## src/design/fne_pkg.sv

```systemverilog
// shared types and constants for the fasta nucleotide encoder
package fne_pkg;

  typedef enum logic [0:0] {
    OP_DATA = 1'b0,
    OP_EOF  = 1'b1
  } op_t;

  typedef enum logic [1:0] {
    KIND_SYMBOL  = 2'd0,
    KIND_ERROR   = 2'd1,
    KIND_SUMMARY = 2'd2
  } kind_t;

  typedef enum logic [2:0] {
    ERR_NONE      = 3'd0,
    ERR_NO_HEADER = 3'd1,
    ERR_LENGTH    = 3'd2,
    ERR_LETTER    = 3'd3,
    ERR_MIXED     = 3'd4,
    ERR_NO_RECORD = 3'd5,
    ERR_OVERFLOW  = 3'd6
  } err_t;

  typedef enum logic [1:0] {
    ALPHA_UNKNOWN = 2'd0,
    ALPHA_DNA     = 2'd1,
    ALPHA_RNA     = 2'd2
  } alpha_t;

  localparam logic [7:0] CHAR_GT      = 8'h3E;
  localparam logic [7:0] CHAR_NL      = 8'h0A;
  localparam logic [7:0] CHAR_A       = 8'h41;
  localparam logic [7:0] CHAR_C       = 8'h43;
  localparam logic [7:0] CHAR_G       = 8'h47;
  localparam logic [7:0] CHAR_T       = 8'h54;
  localparam logic [7:0] CHAR_U       = 8'h55;
  localparam logic [7:0] CHAR_Z       = 8'h5A;
  localparam logic [7:0] CHAR_LOWER_A = 8'h61;
  localparam logic [7:0] CHAR_LOWER_Z = 8'h7A;
  localparam logic [7:0] CASE_OFFSET  = 8'h20;

  localparam logic [1:0] CODE_A = 2'd0;
  localparam logic [1:0] CODE_C = 2'd1;
  localparam logic [1:0] CODE_G = 2'd2;
  localparam logic [1:0] CODE_T = 2'd3;

  typedef struct packed {
    op_t        op;
    logic [7:0] byte_in;
  } src_item_t;

  typedef struct packed {
    kind_t       kind;
    logic [1:0]  code;
    logic [15:0] record_index;
    logic [11:0] position;
    err_t        error_code;
    logic [16:0] record_count;
    logic [12:0] record_length;
    logic        is_rna;
  } res_item_t;

endpackage

```

## src/design/fne_core.sv

```systemverilog
// parser state and per-byte decision logic
module fne_core #(
  parameter int unsigned MAX_RECORDS = 65536,
  parameter int unsigned MAX_LENGTH  = 4096
) (
  input  logic              clk,
  input  logic              rst,
  input  logic              fire,
  input  fne_pkg::src_item_t item,
  output logic              emit,
  output fne_pkg::res_item_t result
);
  import fne_pkg::*;

  localparam int RW = $clog2(MAX_RECORDS + 1);
  localparam int LW = $clog2(MAX_LENGTH + 1);

  logic          in_header, in_header_next;
  logic          seen_first_byte, seen_first_byte_next;
  logic [RW-1:0] records_seen, records_seen_next;
  logic [LW-1:0] current_length, current_length_next;
  logic [LW-1:0] reference_length, reference_length_next;
  logic          reference_set, reference_set_next;
  alpha_t        alphabet_seen, alphabet_seen_next;
  logic          halted, halted_next;

  logic [7:0]    up;
  logic          is_letter;
  logic          bad_letter;
  logic [1:0]    sym;
  alpha_t        alpha;
  logic          mismatch;
  logic [RW-1:0] rec_idx;

  // fold lower case onto upper case
  always_comb begin
    if (item.byte_in >= CHAR_LOWER_A && item.byte_in <= CHAR_LOWER_Z) begin
      up = item.byte_in - CASE_OFFSET;
    end else begin
      up = item.byte_in;
    end
    is_letter = (up >= CHAR_A) && (up <= CHAR_Z);
  end

  always_comb begin
    bad_letter = 1'b0;
    alpha      = ALPHA_UNKNOWN;
    sym        = CODE_A;
    unique case (up)
      CHAR_A: sym = CODE_A;
      CHAR_C: sym = CODE_C;
      CHAR_G: sym = CODE_G;
      CHAR_T: begin
        sym   = CODE_T;
        alpha = ALPHA_DNA;
      end
      CHAR_U: begin
        sym   = CODE_T;
        alpha = ALPHA_RNA;
      end
      default: bad_letter = 1'b1;
    endcase
  end

  // closing record differs from the reference length
  assign mismatch = (records_seen != '0) && reference_set &&
                    (current_length != reference_length);
  assign rec_idx  = records_seen - RW'(1);

  always_comb begin
    in_header_next        = in_header;
    seen_first_byte_next  = seen_first_byte;
    records_seen_next     = records_seen;
    current_length_next   = current_length;
    reference_length_next = reference_length;
    reference_set_next    = reference_set;
    alphabet_seen_next    = alphabet_seen;
    halted_next           = halted;
    emit                  = 1'b0;
    result                = '0;

    if (!halted) begin
      if (item.op == OP_EOF) begin
        emit        = 1'b1;
        halted_next = 1'b1;
        if (records_seen == '0) begin
          result.kind       = KIND_ERROR;
          result.error_code = ERR_NO_RECORD;
        end else if (mismatch) begin
          result.kind       = KIND_ERROR;
          result.error_code = ERR_LENGTH;
        end else begin
          result.kind          = KIND_SUMMARY;
          result.record_count  = 17'(records_seen);
          result.record_length = reference_set ? 13'(reference_length)
                                               : 13'(current_length);
          result.is_rna        = (alphabet_seen == ALPHA_RNA);
        end
      end else begin
        seen_first_byte_next = 1'b1;
        if (!seen_first_byte && item.byte_in != CHAR_GT) begin
          emit              = 1'b1;
          halted_next       = 1'b1;
          result.kind       = KIND_ERROR;
          result.error_code = ERR_NO_HEADER;
        end else if (in_header) begin
          if (item.byte_in == CHAR_NL) begin
            in_header_next = 1'b0;
          end
        end else if (item.byte_in == CHAR_GT) begin
          if (mismatch) begin
            emit              = 1'b1;
            halted_next       = 1'b1;
            result.kind       = KIND_ERROR;
            result.error_code = ERR_LENGTH;
          end else if (records_seen >= RW'(MAX_RECORDS)) begin
            emit              = 1'b1;
            halted_next       = 1'b1;
            result.kind       = KIND_ERROR;
            result.error_code = ERR_OVERFLOW;
          end else begin
            // first non-empty record fixes the reference length
            if (records_seen != '0 && !reference_set && current_length != '0) begin
              reference_set_next    = 1'b1;
              reference_length_next = current_length;
            end
            records_seen_next   = records_seen + RW'(1);
            current_length_next = '0;
            in_header_next      = 1'b1;
          end
        end else if (is_letter) begin
          emit = 1'b1;
          if (bad_letter) begin
            halted_next       = 1'b1;
            result.kind       = KIND_ERROR;
            result.error_code = ERR_LETTER;
          end else if (alpha != ALPHA_UNKNOWN && alphabet_seen != ALPHA_UNKNOWN &&
                       alphabet_seen != alpha) begin
            halted_next       = 1'b1;
            result.kind       = KIND_ERROR;
            result.error_code = ERR_MIXED;
          end else if (current_length >= LW'(MAX_LENGTH)) begin
            halted_next       = 1'b1;
            result.kind       = KIND_ERROR;
            result.error_code = ERR_OVERFLOW;
          end else begin
            if (alphabet_seen == ALPHA_UNKNOWN) begin
              alphabet_seen_next = alpha;
            end
            result.kind         = KIND_SYMBOL;
            result.code         = sym;
            result.record_index = 16'(rec_idx);
            result.position     = 12'(current_length);
            current_length_next = current_length + LW'(1);
          end
        end
      end
    end
  end

  always_ff @(posedge clk) begin
    if (rst) begin
      in_header        <= 1'b0;
      seen_first_byte  <= 1'b0;
      records_seen     <= '0;
      current_length   <= '0;
      reference_length <= '0;
      reference_set    <= 1'b0;
      alphabet_seen    <= ALPHA_UNKNOWN;
      halted           <= 1'b0;
    end else if (fire) begin
      in_header        <= in_header_next;
      seen_first_byte  <= seen_first_byte_next;
      records_seen     <= records_seen_next;
      current_length   <= current_length_next;
      reference_length <= reference_length_next;
      reference_set    <= reference_set_next;
      alphabet_seen    <= alphabet_seen_next;
      halted           <= halted_next;
    end
  end

  a_halt_sticky: assert property (@(posedge clk) disable iff (rst)
    halted |=> halted)
    else $error("halted flag dropped without reset");

  a_quiet_when_halted: assert property (@(posedge clk) disable iff (rst)
    halted |-> !emit)
    else $error("result produced after halt");

  a_end_halts: assert property (@(posedge clk) disable iff (rst)
    fire && emit && result.kind != KIND_SYMBOL |=> halted)
    else $error("error or summary did not halt the parser");

  a_length_bound: assert property (@(posedge clk) disable iff (rst)
    current_length <= LW'(MAX_LENGTH) && records_seen <= RW'(MAX_RECORDS))
    else $error("counter beyond its limit");

endmodule

```

## src/design/fasta_nucleotide_encoder.sv

```systemverilog
// top level of the fasta nucleotide encoder: input stage, parser core, result register
//
// usage
//   src channel: one request per file byte (op data) or one end-of-file request.
//   res channel: nucleotide symbols with record index and position, a single
//   error, or the end summary (record count, common length, rna flag).
//   header bytes, newlines and non-letters give no result unless they raise an error.
// result path
//   an accepted request is held in the input stage register, decoded from there, and
//   its result (if any) is loaded into the result register, where res_valid rises.
//   one request per cycle unless a request with a result meets a full result register;
//   set by the single decode step between the input stage register and the result
//   register, which updates the parser state.
// reset
//   rst (synchronous) empties both registers and clears the parser state.
//   after an error or an end summary the block takes requests but produces
//   nothing until the next reset.
// stall
//   while a result waits for res_ready, a request that produces no result
//   still drains; one that produces a result waits in the input stage and
//   src_ready drops only once that stage is also held.
module fasta_nucleotide_encoder #(
  parameter int unsigned MAX_RECORDS = 65536,
  parameter int unsigned MAX_LENGTH  = 4096
) (
  input  logic               clk,
  input  logic               rst,
  input  logic               src_valid,
  output logic               src_ready,
  input  fne_pkg::src_item_t src_data,
  output logic               res_valid,
  input  logic               res_ready,
  output fne_pkg::res_item_t res_data
);
  import fne_pkg::*;

  // input stage register
  logic      stage_valid;
  src_item_t stage_item;

  // decode outputs
  logic      core_emit;
  res_item_t core_result;
  logic      core_fire;
  logic      res_free;

  // result slot is free when empty or being taken this cycle
  assign res_free  = !res_valid || res_ready;
  // staged request commits when it needs no slot or the slot is free
  assign core_fire = stage_valid && (!core_emit || res_free);
  assign src_ready = !stage_valid || core_fire;

  fne_core #(
    .MAX_RECORDS(MAX_RECORDS),
    .MAX_LENGTH (MAX_LENGTH)
  ) u_core (
    .clk   (clk),
    .rst   (rst),
    .fire  (core_fire),
    .item  (stage_item),
    .emit  (core_emit),
    .result(core_result)
  );

  always_ff @(posedge clk) begin
    if (rst) begin
      stage_valid <= 1'b0;
    end else if (src_valid && src_ready) begin
      stage_valid <= 1'b1;
    end else if (core_fire) begin
      stage_valid <= 1'b0;
    end
  end

  // payload needs no reset
  always_ff @(posedge clk) begin
    if (src_valid && src_ready) begin
      stage_item <= src_data;
    end
  end

  always_ff @(posedge clk) begin
    if (rst) begin
      res_valid <= 1'b0;
    end else if (core_fire && core_emit) begin
      res_valid <= 1'b1;
    end else if (res_ready) begin
      res_valid <= 1'b0;
    end
  end

  always_ff @(posedge clk) begin
    if (core_fire && core_emit) begin
      res_data <= core_result;
    end
  end

  a_no_overwrite: assert property (@(posedge clk) disable iff (rst)
    res_valid && !res_ready |-> !(core_fire && core_emit))
    else $error("pending result overwritten");

  a_stage_drains: assert property (@(posedge clk) disable iff (rst)
    stage_valid && !core_emit |-> core_fire)
    else $error("request without result held in the input stage");

  a_ready_when_empty: assert property (@(posedge clk) disable iff (rst)
    !stage_valid |-> src_ready)
    else $error("empty input stage refused a request");

endmodule
```

## config.mk

```make
export PLATFORM = sky130hd
export DESIGN_NAME = fasta_nucleotide_encoder
export DESIGN_NICKNAME = d
export VERILOG_FILES = /design/src/design/fne_pkg.sv /design/src/design/fne_core.sv /design/src/design/fasta_nucleotide_encoder.sv
export SDC_FILE = /design/constraint.sdc
export NUM_CORES = 1
export LEC_CHECK = 0
export BUFFER_PORTS_ARGS = -buffer_cell sky130_fd_sc_hd__buf_2
export CORE_ASPECT_RATIO = 0.5
export CORE_MARGIN = 3
export CORE_UTILIZATION = 52
export CTS_CLUSTER_SIZE = 20
export DETAILED_ROUTE_END_ITERATION = 6
export PLACE_DENSITY = 0.8
export SLEW_MARGIN = 20
export SYNTH_ARGS = -nofsm -noshare
export SYNTH_HDL_FRONTEND = slang
export SYNTH_SLANG_ARGS = --single-unit
export TNS_END_PERCENT = 1
```

## constraint.sdc

```tcl
create_clock -name clk -period 5.49 [get_ports clk]
set_clock_uncertainty 0.15 [all_clocks]
set_input_delay 0.2745 -clock clk [delete_from_list [all_inputs] [get_ports clk]]
set_output_delay 0.2745 -clock clk [all_outputs]
set_load 0.05 [all_outputs]
```

# Word level (Yosys, flattened, before mapping)
# Index checks and enable logic that the tools add are counted.
[word_totals]
ff_bits = 126
inputBits = 13
out_inout_bits = 68
[op_classes]
add_sub_neg = 4
order_cmp = 6
eq_ne = 15
n_mux = 63
bitwise_logic = 11
n_reduce_logical = 40
[ops]
columns = ["op", "n"]
rows = [
  ["two-way mux 30 bit", 4],
  ["two-way mux 13 bit", 8],
  ["two-way mux 35 bit", 2],
  ["== test 8 x 7 -> 1 bit, second input constant", 5],
  ["two-way mux 1 bit", 28],
  ["two-way mux 3 bit", 9],
  ["AND reduction 11 bit", 2],
  ["two-way mux 2 bit", 9],
  ["adder 17 x 1 -> 17 bit, second input constant", 1],
  ["greater-or-equal comparator 17 bit, second input constant", 1],
  ["logical NOT 17 bit", 1],
  ["nonzero test 17 bit", 1],
  ["greater-or-equal comparator 8 x 7 -> 1 bit, second input constant", 2],
  ["less-or-equal comparator 8 x 7 -> 1 bit, second input constant", 2],
  ["subtractor 16 x 1 -> 16 bit, second input constant", 1],
  ["adder 13 x 1 -> 13 bit, second input constant", 1],
  ["greater-or-equal comparator 13 bit, second input constant", 1],
  ["inequality test 13 bit", 1],
  ["nonzero test 13 bit", 1],
  ["logical AND 1 bit", 12],
  ["nonzero test 2 bit", 6],
  ["NOT 1 bit", 11],
  ["AND reduction 9 bit", 1],
  ["OR reduction 9 bit", 1],
  ["other kinds (20)", 28],
]

# Logic depth before layout (Yosys ltp)
[logic_depth]
depth_word = 17
depth_mapped = 11

# Hierarchy
# Synthesis repeated with hierarchy kept, for this count alone.
[unflattened]
cells_unflattened = 594
hier_area_um2 = 6204.7
[by_module_without_submodules]
columns = ["module", "n_inst", "cells_each", "area_per_inst_um2"]
rows = [
  ["fne_core", 1, 507, 3848.7],
  ["fasta_nucleotide_encoder", 1, 87, 2356.0],
]

# Worst setup path after synthesis
# OpenSTA, ideal clock, no wires.
[synth_path]
path_type = "flip-flop to flip-flop"
from = "register stage_item[0] in the netlist's numbering"
to = "register res_data[0] in the netlist's numbering, enable pin"
setup_time_ns = 0.490
arrival_ns = 4.652
slack_ns = 0.198
path_stages_with_launch = 10
cell_sequence = "edfxtp_1 buf_4 nor4b_1 and3_1 clkbuf_1 inv_1 o311a_2 o21ai_2 nand2_1 nor2_1"
[synth_via]
elab_chain_cells = 15
word_cells_on_any_way = 21
cone_classes = "add/sub: 1; order compare: 4; eq/ne: 2; mux: 7; reduce/logical: 7"
[synth_rtl]
columns = ["item", "line", "rtl"]
rows = [
  ["from (decl)", "fasta_nucleotide_encoder.sv:39", "src_item_t stage_item;"],
  ["from (signal assigned)", "fasta_nucleotide_encoder.sv:78", "stage_item <= src_data;"],
  ["greater-or-equal comparator 8 x 7 -> 1 bit / less-or-equal comparator 8 x 7 -> 1 bit (equally long branches)", "fne_core.sv:37", "if (item.byte_in >= CHAR_LOWER_A && item.byte_in <= CHAR_LOWER_Z) begin"],
  ["logical AND 1 bit", "fne_core.sv:37", ""],
  ["two-way mux 8 bit", "fne_core.sv:37", ""],
  ["greater-or-equal comparator 8 x 7 -> 1 bit / less-or-equal comparator 8 x 7 -> 1 bit (equally long branches)", "fne_core.sv:42", "is_letter = (up >= CHAR_A) && (up <= CHAR_Z);"],
  ["logical AND 1 bit", "fne_core.sv:42", ""],
  ["two-way mux 1 bit", "fne_core.sv:131", "end else if (is_letter) begin"],
  ["two-way mux 1 bit", "fne_core.sv:110", "end else if (item.byte_in == CHAR_GT) begin"],
  ["two-way mux 1 bit", "fne_core.sv:106", "end else if (in_header) begin"],
  ["two-way mux 1 bit (*)", "fne_core.sv:101", "if (!seen_first_byte && item.byte_in != CHAR_GT) begin"],
  ["two-way mux 1 bit (*)", "fne_core.sv:83", "if (item.op == OP_EOF) begin"],
  ["two-way mux 1 bit (*)", "fne_core.sv:82", "if (!halted) begin"],
  ["logical NOT 1 bit", "fasta_nucleotide_encoder.sv:50", "assign core_fire = stage_valid && (!core_emit || res_free);"],
  ["logical OR 1 bit", "fasta_nucleotide_encoder.sv:50", ""],
  ["logical AND 1 bit", "fasta_nucleotide_encoder.sv:50", ""],
  ["logical AND 1 bit (*)", "fasta_nucleotide_encoder.sv:93", "if (core_fire && core_emit) begin"],
  ["to (signal assigned)", "fasta_nucleotide_encoder.sv:94", "res_data <= core_result;"],
  ["to (decl)", "fasta_nucleotide_encoder.sv:33", "output fne_pkg::res_item_t res_data"],
]
# Every way passes the cells marked *; elsewhere a longest branch is shown, timed or not.
# A chain may end at the register's enable or synchronous reset.

# Final worst setup path
[layout_path]
from = "register stage_item[0] in the netlist's numbering"
to = "register res_data[48] in the netlist's numbering, enable pin"
# Same word-level chain as after synthesis.

==> impl_metrics.py <==
metrics = {
    "run_status": {
        "status": "finished, final reports clean",
    },
    "placement": {
        "numPortBuffers": 80,
        "gp_congestion": 0.931,
        "post_dp_cell_area_um2": 6300,
        "dpl.hpwl_um": 8000,
        "place_inst": 732,
        "dp_slack_ns": 1.82,
    },
    "setup_path": {
        "cp.required_ns": 5.44,
        "crit_type": "flip-flop to flip-flop",
        "r2r-end": "res_data[48]$_SDFFCE_PP0P_",
        "worst_r2r_startpoint": "stage_item[0]$_DFFE_PP_",
        "end_kind": "flip-flop",
        "cp-start-kind": "flip-flop",
        "rr_worst_depth": 8,
        "path_max_fanout": 35,
        "arrival_ns": 3.70,
        "regToRegSetupSlack_ns": 1.74,
    },
    "clocking": {
        "cts_max_level": 4,
        "cts_resized": 0,
        "cts_tree": "done",
        "worstSkewPairLatency_ns": 0.41,
        "clockRootBuffer": "clkbuf_16",
        "path_clk_slew_ns": 0.06,
        "post-cts-setup-buffer-count": 0,
        "hold_buffers": 10,
        "clockBufferDepth": 2,
        "cts_sinks": 126,
        "cts_buffers": 17,
    },
    "cells_and_area": {
        "syn_to_final_growth_pct": 18.6,
        "layout.nets": 640,
        "fin_util": 0.657,
        "antenna_cells": 0,
        "drive_above_1_share": 0.197,
        "mostFrequentLayoutCells": "nor2_1, buf_2, edfxtp_1, dfxtp_1, mux2i_1",
        "final_common_cell": "nor2_1",
        "stdcell_area_um2": 6960,
        "fillCellCount": 800,
        "instances_no_fill": 774,
    },
    "power_and_ir_drop": {
        "power_frac_clock": 0.471,
        "p_sw_mw": 0.534,
        "power.share.sequential": 0.461,
        "p_leak_nw": 2.62,
        "ir_drop_mv": 0.189,
        "p_int_mw": 1.73,
        "combPwrFrac": 0.068,
        "swShare": 0.236,
        "power_density_nw_per_um2": 325,
        "report.power.total_mw": 2.26,
    },
    "global_route": {
        "grt_pass1_wl_um": 19700,
        "grt_usage": 0.201,
        "antenna_found_initial": 0,
        "first_global_vias": 3960,
        "grt_start_max_net_pins": 38,
        "gr-total-overflow": 0,
    },
    "detailed_routing": {
        "vias": 4236,
        "drc_errors": 0,
        "firstDrtPassIters": 5,
        "dr.first_iter.drc_count": 317,
        "routed_wl_um": 12200,
        "routedWlPerCell_um": 15.7,
        "vias_per_cell": 5.47,
        "ant_nets": 0,
    },
    "synthesis": {
        "synth_fp_nets": 566,
        "synthArstFlopShare": 0,
        "syn_inst": 547,
        "synth_top_area_frac": 0.383,
        "synth_seq_cells": 126,
        "syn_avg_cell_area_um2": 10.7,
        "yosys-top-cells-area": "edfxtp_1, dfxtp_1, nor2_1",
        "ys.flop_type": "edfxtp_1",
        "yosys.area.top_type": "edfxtp_1",
        "synth-edff-count": 75,
        "yosys_warnings": 0,
        "synth_area_um2": 5870,
        "synth.distinct_cells": 58,
        "seq_area_frac_synth": 0.557,
    },
    "timing": {
        "min_period_over_period": 0.682,
        "final-max-slew-violation-count": 0,
        "holdWs_ns": 0.0953,
        "max_freq_mhz": 267,
        "layout_setup_ws_ns": 1.74,
        "hold_violations": 0,
        "setup_tns_ns": 0,
        "period_needed_ns": 3.75,
        "slew_headroom": 0.333,
        "rsz0062_at_grt": "no",
        "worstMarginPinSlew_ns": 0.996,
        "setup_viol": 0,
    },
    "floorplanning": {
        "fp.coreArea_um2": 10600,
        "fp.dieH_um": 81.2,
        "die_w_um": 156,
        "rows": 26,
        "start_util": 0.554,
        "die_area_um2": 12700,
        "ioPinCount": 81,
    },
    "min_path": {
        "hold_depth": 4,
        "hold_class": "input port to flip-flop",
        "holdPathEnd": "stage_valid$_SDFFE_PP0P_",
        "hp-start": "res_ready",
    },
    "run": {
        "maxCapViolCount": 0,
    },
}
==> layout make-up <==
cell class	count	area, µm²	share of cell area
clock inverters	11	119	0.0171
inverters	22	82.6	0.0119
well taps	140	175	0.0252
clock buffers	21	440	0.0633
repair buffers	91	520	0.0748
flip-flops and latches	126	3270	0.470
multi-input cells	363	2350	0.338
==> power by group through the flow <==
stage	clock, mW	combinational [mW]	sequential, mW
finish	1.06	0.154	1.04
global route	1.12	0.162	1.05
CTS	1.08	0.155	1.04
detailed placement	0	0.149	1.06
global placement	0	0.146	1.06
floorplan	0	0.0394	1.14
==> worst max-delay path by stage <==
stage | start | to | cells after the start
after floorplan | stage_item[0]$_DFFE_PP_ | res_data[0]$_SDFFCE_PP0P_ | 9
after global placement | stage_item[0]$_DFFE_PP_ | res_data[55]$_SDFFCE_PP0P_ | 8
after detailed placement | stage_item[0]$_DFFE_PP_ | res_data[19]$_SDFFCE_PP0P_ | 8
after CTS | stage_item[0]$_DFFE_PP_ | res_data[19]$_SDFFCE_PP0P_ | 8
after global routing | stage_item[0]$_DFFE_PP_ | res_data[19]$_SDFFCE_PP0P_ | 8
final | stage_item[0]$_DFFE_PP_ | res_data[48]$_SDFFCE_PP0P_ | 8
==> registers in the layout (all words and copies together) (netlist names) <==
name / cells
res_data: 66
u_core.records_seen: 17
u_core.current_length: 13
u_core.reference_length: 13
stage_item: 9
u_core.alphabet_seen: 2
res_valid: 1
stage_valid: 1
u_core.halted: 1
u_core.in_header: 1
u_core.reference_set: 1
u_core.seen_first_byte: 1
==> worst max-delay path, stage by stage (launching register included) <==
cell and delay, ns:
edfxtp_1 0.53, nor4b_1 0.48, and3_1 0.35, inv_1 0.07, o311a_2 0.44, o21ai_2 0.19, nand2_1 0.14, nor2_4 0.76
buf_12 0.30
==> cell families (layout without fill, tap and decap cells) <==
logic type,after synthesis,count (layout),synth area share
xor+xnor,46,46,0.0686
simple gates,227,227,0.199
buf+inv,58,145,0.0435
compound gates,56,56,0.0709
flops,126,126,0.557
mux,28,28,0.0477
fa+ha+maj,6,6,0.0128
==> Yosys cell counts (all sizes together) (2+ instances only) <==
cell type and n:
o31ai 2, nor3 10, o21ai 12, and2 22, xnor2 27, nand3 15
clkbuf 22, a31oi 3, o21a 2, and3 6, nand4 7, or4 2
nor4 12, inv 22, edfxtp 75, nand3b 3, xor2 19, nor2b 4
or3 6, nand2 21, or2 3, dfxtp 51, nor2 102, o2111ai 2
nor3b 3, nor4b 2, a22o 2, a21oi 15, mux2i 28, o41ai 2
nand2b 6, o211ai 6, ha 6, buf 14
==> per-layer routing <==
layer / routed length (µm) / track usage
met1: 5780 / 0.275
met5: 0 / 0
met3: 877 / 0.0436
met4: 108 / 0.0838
met2: 5400 / 0.312
(Power assumes the default switching activity.)
